==> src/rtl/psg_pkg.sv <==
package psg_pkg;

  // Item operation codes
  localparam logic OP_WRITE = 1'b0;
  localparam logic OP_RUN   = 1'b1;

  // Configuration register indexes
  localparam logic [1:0] CFG_PWM_MODE   = 2'd0;
  localparam logic [1:0] CFG_FAST_NOISE = 2'd1;
  localparam logic [1:0] CFG_LEFT_EN    = 2'd2;
  localparam logic [1:0] CFG_RIGHT_EN   = 2'd3;

  // Channel numbers
  localparam int unsigned NUM_TONES = 3;
  localparam logic [1:0]  NOISE_CH  = 2'd3;

  // Noise shifter
  localparam logic [15:0] LFSR_TAPS = 16'h0009;
  localparam logic [15:0] LFSR_SEED = 16'h8000;

  // PWM sweep limits, Q0.15
  localparam logic [14:0] PWM_TOP  = 15'd32767;
  localparam logic [14:0] PWM_HIGH = 15'd32382;
  localparam logic [14:0] PWM_LOW  = 15'd4915;

  // Upper six bits of a tone period
  localparam logic [9:0] TONE_HIGH_MASK = 10'h3F0;

  // Running state of one tone channel
  typedef struct packed {
    logic signed [15:0] cnt;
    logic [14:0]        pwm;
    logic               rising;
    logic               neg;
  } tone_state_t;

endpackage

==> src/rtl/psg_tone_ch.sv <==
module psg_tone_ch
  import psg_pkg::*;
(
  input  logic        pwm_mode,
  input  logic [9:0]  period,
  input  logic [7:0]  cyc,
  input  tone_state_t st,
  output tone_state_t st_nxt
);

  logic               active;
  logic [14:0]        pwm_new;
  logic               rising_new;
  logic [15:0]        pwm_inc;
  logic signed [17:0] diff;
  logic signed [17:0] reload;
  logic signed [17:0] sum;
  logic signed [15:0] cnt_new;
  logic [24:0]        prod;
  logic [13:0]        thr;

  assign active = (st.cnt > 16'sd0) || (period != 10'd0);

  // Step the PWM level, turning at either limit
  assign pwm_inc = {1'b0, st.pwm} + 16'd1;
  always_comb begin
    pwm_new    = st.pwm;
    rising_new = st.rising;
    if (st.rising) begin
      if (pwm_inc > {1'b0, PWM_HIGH}) begin
        pwm_new    = PWM_TOP;
        rising_new = 1'b0;
      end else begin
        pwm_new = pwm_inc[14:0];
      end
    end else begin
      if (st.pwm <= PWM_LOW) begin
        pwm_new    = PWM_LOW;
        rising_new = 1'b1;
      end else begin
        pwm_new = st.pwm - 15'd1;
      end
    end
  end

  // Count down, reload on reaching zero, saturate below
  assign diff   = {{2{st.cnt[15]}}, st.cnt} - $signed({10'd0, cyc});
  assign reload = pwm_mode ? $signed({3'd0, period, 5'd0}) : $signed({4'd0, period, 4'd0});
  assign sum    = (diff <= 18'sd0) ? diff + reload : diff;
  assign cnt_new = (sum < -18'sd32768) ? -16'sd32768 : sum[15:0];

  // Duty threshold: period * 16 * level >> 15
  assign prod = period * pwm_new;
  assign thr  = prod[24:11];

  always_comb begin
    st_nxt = st;
    if (pwm_mode) begin
      st_nxt.pwm    = pwm_new;
      st_nxt.rising = rising_new;
      if (active) begin
        st_nxt.cnt = cnt_new;
        st_nxt.neg = (cnt_new < $signed({2'b00, thr}));
      end
    end else if (active) begin
      st_nxt.cnt = cnt_new;
      if ((diff <= 18'sd0) && (period != 10'd1)) begin
        st_nxt.neg = ~st.neg;
      end
    end
  end

endmodule

==> src/rtl/psg_tone_noise_generator_unit.sv <==
// Three-tone plus noise sound generator. Each request either writes one byte
// to the sound port (latch or data byte) or advances every channel counter by
// a number of clock cycles; each request returns one stereo sample pair, the
// sum of the enabled channels' signed levels. One request is taken per clock:
// the whole state update, including the PWM duty multiply, is combinational
// between the state registers, and the sample pair is held in an output
// register from the cycle after acceptance. in_ready stays high while that
// register is empty or being read, so requests flow back to back.
module psg_tone_noise_generator_unit
  import psg_pkg::*;
(
  input  logic              clk,
  input  logic              rst_n,
  input  logic              cfg_wr_en,
  input  logic [1:0]        cfg_index,
  input  logic [3:0]        cfg_data,
  input  logic              in_valid,
  output logic              in_ready,
  input  logic              in_operation,
  input  logic [7:0]        in_port_byte,
  input  logic [7:0]        in_cycles,
  output logic              out_valid,
  input  logic              out_ready,
  output logic signed [6:0] out_left_sample,
  output logic signed [6:0] out_right_sample
);

  // Configuration
  logic       pwm_mode_r;
  logic       fast_noise_r;
  logic [3:0] left_en_r;
  logic [3:0] right_en_r;

  // Channel state
  logic [9:0]         tone_period_r [NUM_TONES];
  logic [9:0]         tone_period_nxt [NUM_TONES];
  tone_state_t        tone_r [NUM_TONES];
  tone_state_t        tone_run [NUM_TONES];
  tone_state_t        tone_nxt [NUM_TONES];
  logic [3:0]         atten_r [4];
  logic [3:0]         atten_nxt [4];
  logic signed [15:0] noise_cnt_r, noise_cnt_nxt;
  logic [15:0]        noise_sr_r, noise_sr_nxt;
  logic               noise_white_r, noise_white_nxt;
  logic [1:0]         noise_rate_r, noise_rate_nxt;
  logic               noise_half_r, noise_half_nxt;
  logic               noise_neg_r, noise_neg_nxt;
  logic [1:0]         sel_ch_r, sel_ch_nxt;
  logic               sel_vol_r, sel_vol_nxt;

  // Output stage
  logic              out_valid_r;
  logic signed [6:0] left_r, left_nxt;
  logic signed [6:0] right_r, right_nxt;

  logic               accept;
  logic               is_latch;
  logic [5:0]         wr_data;
  logic signed [17:0] n_diff;
  logic signed [17:0] n_reload;
  logic signed [17:0] n_sum;
  logic               n_wrap;
  logic               ch_neg [4];
  logic signed [6:0]  lvl [4];

  assign in_ready = ~out_valid_r | out_ready;
  assign accept   = in_valid & in_ready;

  // Advance each tone channel
  for (genvar g = 0; g < NUM_TONES; g++) begin : g_tone
    psg_tone_ch u_tone (
      .pwm_mode (pwm_mode_r),
      .period   (tone_period_r[g]),
      .cyc      (in_cycles),
      .st       (tone_r[g]),
      .st_nxt   (tone_run[g])
    );
  end

  // Noise countdown and reload
  assign n_diff = {{2{noise_cnt_r[15]}}, noise_cnt_r} - $signed({10'd0, in_cycles});
  assign n_wrap = (n_diff <= 18'sd0);
  always_comb begin
    case (noise_rate_r)
      2'd0:    n_reload = fast_noise_r ? 18'sd16 : 18'sd256;
      2'd1:    n_reload = fast_noise_r ? 18'sd32 : 18'sd512;
      2'd2:    n_reload = fast_noise_r ? 18'sd64 : 18'sd1024;
      default: n_reload = $signed({4'd0, tone_period_r[2], 4'd0});
    endcase
  end
  assign n_sum = n_wrap ? n_diff + n_reload : n_diff;

  // Decode the port byte
  assign is_latch = in_port_byte[7];
  assign wr_data  = is_latch ? {2'b00, in_port_byte[3:0]} : in_port_byte[5:0];

  always_comb begin
    for (int i = 0; i < NUM_TONES; i++) begin
      tone_period_nxt[i] = tone_period_r[i];
      tone_nxt[i]        = tone_r[i];
    end
    for (int i = 0; i < 4; i++) begin
      atten_nxt[i] = atten_r[i];
    end
    noise_cnt_nxt   = noise_cnt_r;
    noise_sr_nxt    = noise_sr_r;
    noise_white_nxt = noise_white_r;
    noise_rate_nxt  = noise_rate_r;
    noise_half_nxt  = noise_half_r;
    noise_neg_nxt   = noise_neg_r;
    sel_ch_nxt      = sel_ch_r;
    sel_vol_nxt     = sel_vol_r;

    if (in_operation == OP_WRITE) begin
      if (is_latch) begin
        sel_ch_nxt  = in_port_byte[6:5];
        sel_vol_nxt = in_port_byte[4];
      end
      if (sel_vol_nxt) begin
        for (int i = 0; i < 4; i++) begin
          if (sel_ch_nxt == 2'(i)) atten_nxt[i] = wr_data[3:0];
        end
      end else if (sel_ch_nxt == NOISE_CH) begin
        // Noise control restarts the shifter
        noise_sr_nxt    = LFSR_SEED;
        noise_rate_nxt  = wr_data[1:0];
        noise_white_nxt = wr_data[2];
      end else begin
        for (int i = 0; i < NUM_TONES; i++) begin
          if (sel_ch_nxt == 2'(i)) begin
            if (is_latch) begin
              tone_period_nxt[i] = (tone_period_r[i] & TONE_HIGH_MASK) | {6'd0, wr_data[3:0]};
            end else begin
              tone_period_nxt[i] = (tone_period_r[i] & ~TONE_HIGH_MASK) | {wr_data, 4'd0};
            end
          end
        end
      end
    end else begin
      for (int i = 0; i < NUM_TONES; i++) begin
        tone_nxt[i] = tone_run[i];
      end
      noise_cnt_nxt = (n_sum < -18'sd32768) ? -16'sd32768 : n_sum[15:0];
      if (n_wrap) begin
        noise_half_nxt = ~noise_half_r;
        if (!noise_half_r) begin
          // Shift on every second wrap
          noise_neg_nxt = ~noise_sr_r[0];
          noise_sr_nxt  = {noise_white_r ? ^(noise_sr_r & LFSR_TAPS) : noise_sr_r[0],
                           noise_sr_r[15:1]};
        end
      end
    end
  end

  // Mix the stereo pair from the updated state
  always_comb begin
    for (int i = 0; i < NUM_TONES; i++) begin
      ch_neg[i] = tone_nxt[i].neg;
    end
    ch_neg[3] = noise_neg_nxt;
    for (int i = 0; i < 4; i++) begin
      lvl[i] = $signed({3'b000, 4'hF - atten_nxt[i]});
      if (ch_neg[i]) lvl[i] = -lvl[i];
    end
    left_nxt  = 7'sd0;
    right_nxt = 7'sd0;
    for (int i = 0; i < 4; i++) begin
      if (left_en_r[i])  left_nxt  = left_nxt + lvl[i];
      if (right_en_r[i]) right_nxt = right_nxt + lvl[i];
    end
  end

  // Configuration registers
  always_ff @(posedge clk) begin
    if (!rst_n) begin
      pwm_mode_r   <= 1'b0;
      fast_noise_r <= 1'b0;
      left_en_r    <= 4'hF;
      right_en_r   <= 4'hF;
    end else if (cfg_wr_en) begin
      case (cfg_index)
        CFG_PWM_MODE:   pwm_mode_r   <= cfg_data[0];
        CFG_FAST_NOISE: fast_noise_r <= cfg_data[0];
        CFG_LEFT_EN:    left_en_r    <= cfg_data;
        CFG_RIGHT_EN:   right_en_r   <= cfg_data;
        default:        ;
      endcase
    end
  end

  // Channel state, updated on each accepted request
  always_ff @(posedge clk) begin
    if (!rst_n) begin
      for (int i = 0; i < NUM_TONES; i++) begin
        tone_period_r[i] <= 10'd0;
        tone_r[i]        <= '{cnt: 16'sd0, pwm: PWM_LOW, rising: 1'b1, neg: 1'b0};
      end
      for (int i = 0; i < 4; i++) begin
        atten_r[i] <= 4'hF;
      end
      noise_cnt_r   <= 16'sd0;
      noise_sr_r    <= LFSR_SEED;
      noise_white_r <= 1'b0;
      noise_rate_r  <= 2'd0;
      noise_half_r  <= 1'b0;
      noise_neg_r   <= 1'b0;
      sel_ch_r      <= 2'd0;
      sel_vol_r     <= 1'b0;
    end else if (accept) begin
      for (int i = 0; i < NUM_TONES; i++) begin
        tone_period_r[i] <= tone_period_nxt[i];
        tone_r[i]        <= tone_nxt[i];
      end
      for (int i = 0; i < 4; i++) begin
        atten_r[i] <= atten_nxt[i];
      end
      noise_cnt_r   <= noise_cnt_nxt;
      noise_sr_r    <= noise_sr_nxt;
      noise_white_r <= noise_white_nxt;
      noise_rate_r  <= noise_rate_nxt;
      noise_half_r  <= noise_half_nxt;
      noise_neg_r   <= noise_neg_nxt;
      sel_ch_r      <= sel_ch_nxt;
      sel_vol_r     <= sel_vol_nxt;
    end
  end

  // Hold the sample pair until taken
  always_ff @(posedge clk) begin
    if (!rst_n) begin
      out_valid_r <= 1'b0;
    end else if (accept) begin
      out_valid_r <= 1'b1;
    end else if (out_ready) begin
      out_valid_r <= 1'b0;
    end
  end

  always_ff @(posedge clk) begin
    if (accept) begin
      left_r  <= left_nxt;
      right_r <= right_nxt;
    end
  end

  assign out_valid        = out_valid_r;
  assign out_left_sample  = left_r;
  assign out_right_sample = right_r;

endmodule

==> config.mk <==
export PLATFORM = sky130hd
export DESIGN_NAME = psg_tone_noise_generator_unit
export DESIGN_NICKNAME = d
export VERILOG_FILES = /design/src/rtl/psg_pkg.sv /design/src/rtl/psg_tone_ch.sv /design/src/rtl/psg_tone_noise_generator_unit.sv
export SDC_FILE = /design/constraint.sdc
export NUM_CORES = 2
export LEC_CHECK = 0
export ABC_AREA = 1
export BUFFER_PORTS_ARGS = -buffer_cell sky130_fd_sc_hd__clkbuf_2
export CAP_MARGIN = 20
export CORE_MARGIN = 2
export CORE_UTILIZATION = 35
export CTS_CLUSTER_DIAMETER = 60
export DETAILED_ROUTE_END_ITERATION = 8
export PLACE_DENSITY_LB_ADDON = 0.12
export SYNTH_ARGS = -nofsm -noshare
export SYNTH_HDL_FRONTEND = slang
export SYNTH_HIERARCHICAL = 1
export SYNTH_SLANG_ARGS = --single-unit
export TNS_END_PERCENT = 20
==> constraint.sdc <==
create_clock -name clk -period 12.3 [get_ports clk]
set_input_delay 3.075 -clock clk [delete_from_list [all_inputs] [get_ports clk]]
set_output_delay 3.075 -clock clk [all_outputs]
set_load 0.005 [all_outputs]
-- Word-level counts from Yosys, hierarchy flattened
Memory sizes are Yosys's and may differ from the RTL's.
Cells that the tools add are included.
- equal/unequal tests: 14
- bitwise operators: 26
- multiply operators: 3
- reductions and logical operators: 24
- add/subtract/negate cells: 28
- order comparisons: 20
- multiplexer cells: 109
- operator list (cell ; number):
    16-bit 2-to-1 mux ; 17
    15-bit 2-to-1 mux ; 12
    10-bit 2-to-1 mux ; 10
    33-bit 2-to-1 mux ; 3
    99-bit 2-to-1 mux ; 1
    30-bit 2-to-1 mux ; 3
    7-bit 2-to-1 mux ; 12
    10-bit by 15-bit multiplier with 25-bit output ; 3
    18-bit by 16-bit less-than comparator with 1-bit output, second input constant ; 4
    18-bit 2-to-1 mux ; 4
    16-bit by 9-bit subtractor with 17-bit output ; 4
    18-bit adder ; 3
    18-bit by 1-bit less-or-equal comparator with 1-bit output, second input constant ; 3
    15-bit by 1-bit adder with 16-bit output, second input constant ; 3
    16-bit by 1-bit > comparator with 1-bit output, second input constant ; 3
    16-bit by 15-bit > comparator with 1-bit output, second input constant ; 3
    16-bit by 15-bit less-than comparator with 1-bit output ; 3
    15-bit by 13-bit less-or-equal comparator with 1-bit output, second input constant ; 3
    15-bit by 1-bit subtractor with 15-bit output, second input constant ; 3
    7-bit adder ; 6
    14-bit one-hot mux with 3 select lines ; 1
    1-bit 2-to-1 mux ; 33
    4-bit 2-to-1 mux ; 8
    10-bit by 1-bit inequality test with 1-bit output, second input constant ; 3
    27 further kinds ; 76
- logic and storage cells: 242
- input port bits: 28
- flip-flop bits (word level): 65
- output and inout port bits: 16
- RAM bits: 145
- memories: 3
- memories (memory ; words ; width ; read ports ; clocked after Yosys merged registers in ; write ports ; RTL line ; source):
    tone_r ; 3 ; 33 ; 3 ; 0 ; 3 ; psg_tone_noise_generator_unit.sv:37 ; tone_state_t tone_r [NUM_TONES];
    tone_period_r ; 3 ; 10 ; 3 ; 0 ; 3 ; psg_tone_noise_generator_unit.sv:35 ; logic [9:0] tone_period_r [NUM_TONES];
    atten_r ; 4 ; 4 ; 4 ; 0 ; 4 ; psg_tone_noise_generator_unit.sv:40 ; logic [3:0] atten_r [4];

-- Depth between registers and ports, before layout
An unclocked memory read counts as a cell.
- depth in word-level cells: 18
- mapped depth: 77
- mapped depth without buffers: 75

-- Modules after synthesis
The synthesis kept the hierarchy.
- by module, submodules not included (module ; cells an instance ; instances ; area each (sq um)):
    psg_tone_noise_generator_unit ; 1466 ; 1 ; 12006.5
    psg_tone_ch (g_tone[0].u_tone) ; 1227 ; 1 ; 7906.3
    psg_tone_ch (g_tone[1].u_tone) ; 1226 ; 1 ; 7891.3
    psg_tone_ch (g_tone[2].u_tone) ; 1205 ; 1 ; 7791.2

-- Least setup slack after synthesis
OpenSTA, ideal clock, no wires.
- path kind: register to register
- from: mem tone_r[0][35] (netlist bit)
- to: reg right_r[6], in the netlist out_right_sample[6], data pin
- arrival time: 10600 ps
- buffers on the path: 1
- setup slack: 1447 ps
- period minus slack after synthesis: 10853 ps
- cell stages (with the launch flop): 68
- data required time: 12047 ps
- cells stage by stage: edfxtp_1 ha_1 inv_1 nor2_4 nand3_1 nand2_1 nand2_1 a21oi_1 nand2_1 nand3_2 nand2_1 nor2_1 buf_2 nand2_1 nand2_1 nor2_1 fa_1 inv_1 (+32 left out) o21ai_1 ha_1 a21oi_1 inv_1 a31oi_1 xor2_1 o21ai_2 ha_1 a21oi_1 o21ai_0 nand2_1 nand2_1 a21oi_1 nor2_1 nor2_1 inv_1 nand2_1 nand2_1
- RTL lines (element ; RTL line ; source):
    start: declaration ; psg_tone_noise_generator_unit.sv:37 ;
    end signal: assignment ; psg_tone_noise_generator_unit.sv:243 ; right_r <= right_nxt;
    end: declaration ; psg_tone_noise_generator_unit.sv:54 ; logic signed [6:0] right_r, right_nxt;

==> results.sh <==
export IMPL_num_nets_final=5906
export IMPL_synth_fp_nets=5802
export IMPL_ant_nets=0
export IMPL_synth_cell_types=66
export IMPL_finClkSkew_ns=0.0231
export IMPL_hold_viol=0
export IMPL_areaGrowthSynthToFinish_pct=11.5
export IMPL_instances_no_fill=6618
export IMPL_cts_num_sinks=210
export IMPL_die_h_um=323
export IMPL_htree_levels=2
export IMPL_cpMostUsedCell="nand2_1"
export IMPL_row_count=116
export IMPL_hpwl_um=90000
export IMPL_gp_congestion=0.864
export IMPL_design_die_area_um2=104000
export IMPL_ys_ff_latch=210
export IMPL_antenna_found_initial=0
export IMPL_cp_max_fo=13
export IMPL_die_x_um=323
export IMPL_slew_viol_final=0
export IMPL_drcViolationCount=0
export IMPL_synth_area_leader_cell="fa_1"
export IMPL_numCtsBuffers=41
export IMPL_worstMarginPinSlew_ns=1.01
export IMPL_reg2reg_from="tone_r[0][5]"
export IMPL_gr_total_overflow=0
export IMPL_crit_buf_inv=9
export IMPL_cts_tree="built"
export IMPL_min_path_cells=2
export IMPL_insertion_delay_ns=0.61
export IMPL_initial_core_util_pct=35.4
export IMPL_crit_start="tone_r[0][5]"
export IMPL_cp_num_cells=64
export IMPL_cp_data_required_time_ns=12.65
export IMPL_status="completed"
export IMPL_r2r_cells=64
export IMPL_synth_top_flop_cell="edfxtp_1"
export IMPL_fin_util_pct=39.5
export IMPL_antenna_cells=0
export IMPL_power_leakage_nw=20.5
export IMPL_setup_viol=0
export IMPL_synth_area_um2=35600
export IMPL_critPathLaunchType="flip-flop"
export IMPL_syn_avg_cell_area_um2=6.95
export IMPL_worst_path_dominant_cell_family="adder cells"
export IMPL_rr_endpoint="out_right_sample[6]"
export IMPL_wl_um=113000
export IMPL_maxCapViolations=0
export IMPL_min_path_type="flip-flop to flip-flop"
export IMPL_arrival_ns=11.81
export IMPL_max_slew_margin_rel_pct=32.2
export IMPL_vias=32500
export IMPL_grt_pass1_wl_um=180000
export IMPL_slowest_delay_ns=0.57
export IMPL_dp_cells=6507
export IMPL_synth_async_reset_ratio_pct=0
export IMPL_yosys_top_cells_count="nand2_1 (1,291), inv_1 (863), nor2_1 (604)"
export IMPL_slowest_stage="fa_1"
export IMPL_worstSetupEndpoint="out_right_sample[6]"
export IMPL_criticalPathCategory="flip-flop to flip-flop"
export IMPL_synth_cells=5124
export IMPL_synth_seq_area_share_pct=16.3
export IMPL_grt_pass1_vias=31900
export IMPL_grt_use_total_pct=21.9
export IMPL_synth_most_common_cell="nand2_1"
export IMPL_io_buffers=43
export IMPL_cts_root_buf="clkbuf_16"
export IMPL_ys_top_cells_by_area="fa_1 (18%), nand2_1 (14%), edfxtp_1 (13%)"
export IMPL_cts_clk_slew_worst_paths_ns=0.06
export IMPL_post_route_min_period_ns=11.46
export IMPL_top_level_ports=44
export IMPL_fmax_mhz=87.2
export IMPL_yosysTopAreaCellShare_pct=17.8
export IMPL_cts_buffer_depth=3
export IMPL_layout_drive_gt1_share_pct=9.20
export IMPL_r2r_slack_ns=0.84
export IMPL_ys_warn_count=6
export IMPL_synth_edf_count=159
export IMPL_grt_max_degree=71
export IMPL_powerDensity_nw_per_um2=213
export IMPL_via_per_inst=4.92
export IMPL_ir_drop_mv=0.219
export IMPL_core_um2=100000
export IMPL_end_kind="flip-flop"
export IMPL_n_fill_cell=10900
export IMPL_drtPass1Iterations=5
export IMPL_first_iter_violations=2160
export IMPL_post_drt_wl_per_cell_um=17.0
export IMPL_finalCritPeriodShare_pct=93.2
final cells by class:
class                   count  area [µm²]  share of cell area [%]
clock buffers              49        1160                    2.93
repair buffers            210        1500                    3.79
inverters                 881        3320                    8.36
well taps                1357        1700                    4.28
clock inverters            27         245                   0.618
flip-flops and latches    210        5800                    14.6
multi-input cells        3884       26000                    65.4
placed cells by master, fill, tap and decap left out, drive strengths merged, types with 3 or more instances in the layout:
cell / netlist / layout
a211oi: 14 / 14
a21boi: 9 / 9
a21o: 15 / 15
a21oi: 245 / 245
a31oi: 16 / 16
and2: 4 / 4
and3: 3 / 3
buf: 39 / 168
clkbuf: 109 / 91
clkinv: 8 / 17
clkinvlp: 0 / 5
dfxtp: 51 / 51
edfxtp: 159 / 159
fa: 317 / 317
ha: 333 / 333
inv: 873 / 886
nand2: 1339 / 1339
nand3: 242 / 242
nand3b: 17 / 17
nand4: 52 / 52
nor2: 627 / 627
nor3: 63 / 63
nor4: 19 / 19
o2111ai: 3 / 3
o211ai: 43 / 43
o21a: 5 / 5
o21ai: 326 / 326
o21bai: 13 / 13
o221ai: 4 / 4
o22ai: 4 / 4
o31ai: 10 / 10
or2: 15 / 15
xnor2: 44 / 44
xor2: 97 / 97
per-stage QoR:
step                hold slack, ns  setup TNS (ns)  total power [mW]  setup WS [ns]  instance area (µm²)
detailed placement           0.452               0              7.26          0.259                37900
floorplan                    0.429               0              5.62           1.45                35600
CTS                          0.465               0              8.53          0.173                39300
global route                 0.489         -0.0879              9.60        -0.0879                39700
finish                       0.463               0              8.47          0.839                39700
global placement             0.442               0              7.28          0.285                37900
repair_timing:
item	in CTS	in global routing
endpoints found under the setup margin	0	9
setup buffers	0	34
hold buffers	0	0
gates resized for setup	0	51
flip-flops by register name, indices dropped and copies added (netlist names):
register / cells
sel_vol_r: 1
noise_sr_r: 16
sel_ch_r: 2
out_left_sample: 7
out_right_sample: 7
noise_half_r: 1
atten_r: 16
out_valid: 1
noise_neg_r: 1
tone_period_r: 30
tone_r: 99
noise_cnt_r: 16
right_en_r: 4
noise_white_r: 1
pwm_mode_r: 1
left_en_r: 4
noise_rate_r: 2
fast_noise_r: 1
tightest hold or removal path, delay by kind of cell (launching register included):
family / cells / cell delay (ns)
flops: 1 / 0.33
simple gates: 2 / 0.11
routing by layer:
metal | global-route usage, % | share of wire, % | vias up
li1 | - | - | 16500
met1 | 31.4 | 49 | 15300
met2 | 35.0 | 45 | 643
met3 | 2.54 | 4.4 | 110
met4 | 5.29 | 2.2 | 0
met5 | 0 | 0 | -
where the power goes:
part,internal (mW),leakage [nW],switching (mW)
logic,2.50,17.8,3.87
registers,0.859,1.97,0.0864
clock network,0.697,0.688,0.470
cells by family after synthesis:
kind of cell / count (synthesis) / share of synthesized area [%]
fa+ha+maj: 650 / 29.5
flops: 210 / 16.3
compound gates: 712 / 11.4
simple gates: 2381 / 28.2
buf+inv: 1030 / 11.1
xor+xnor: 141 / 3.53
worst min-delay path by stage:
stage,startpoint,end
2_1_floorplan,noise_sr_r[15],noise_sr_r[15]
3_3_place_gp,noise_sr_r[15],noise_sr_r[15]
3_5_place_dp,noise_sr_r[15],noise_sr_r[15]
4_1_cts,noise_cnt_r[3],noise_cnt_r[3]
5_1_grt,noise_cnt_r[6],noise_cnt_r[6]
6_report,noise_sr_r[15],noise_sr_r[15]
No activity file was read; power rests on OpenSTA's default activity.
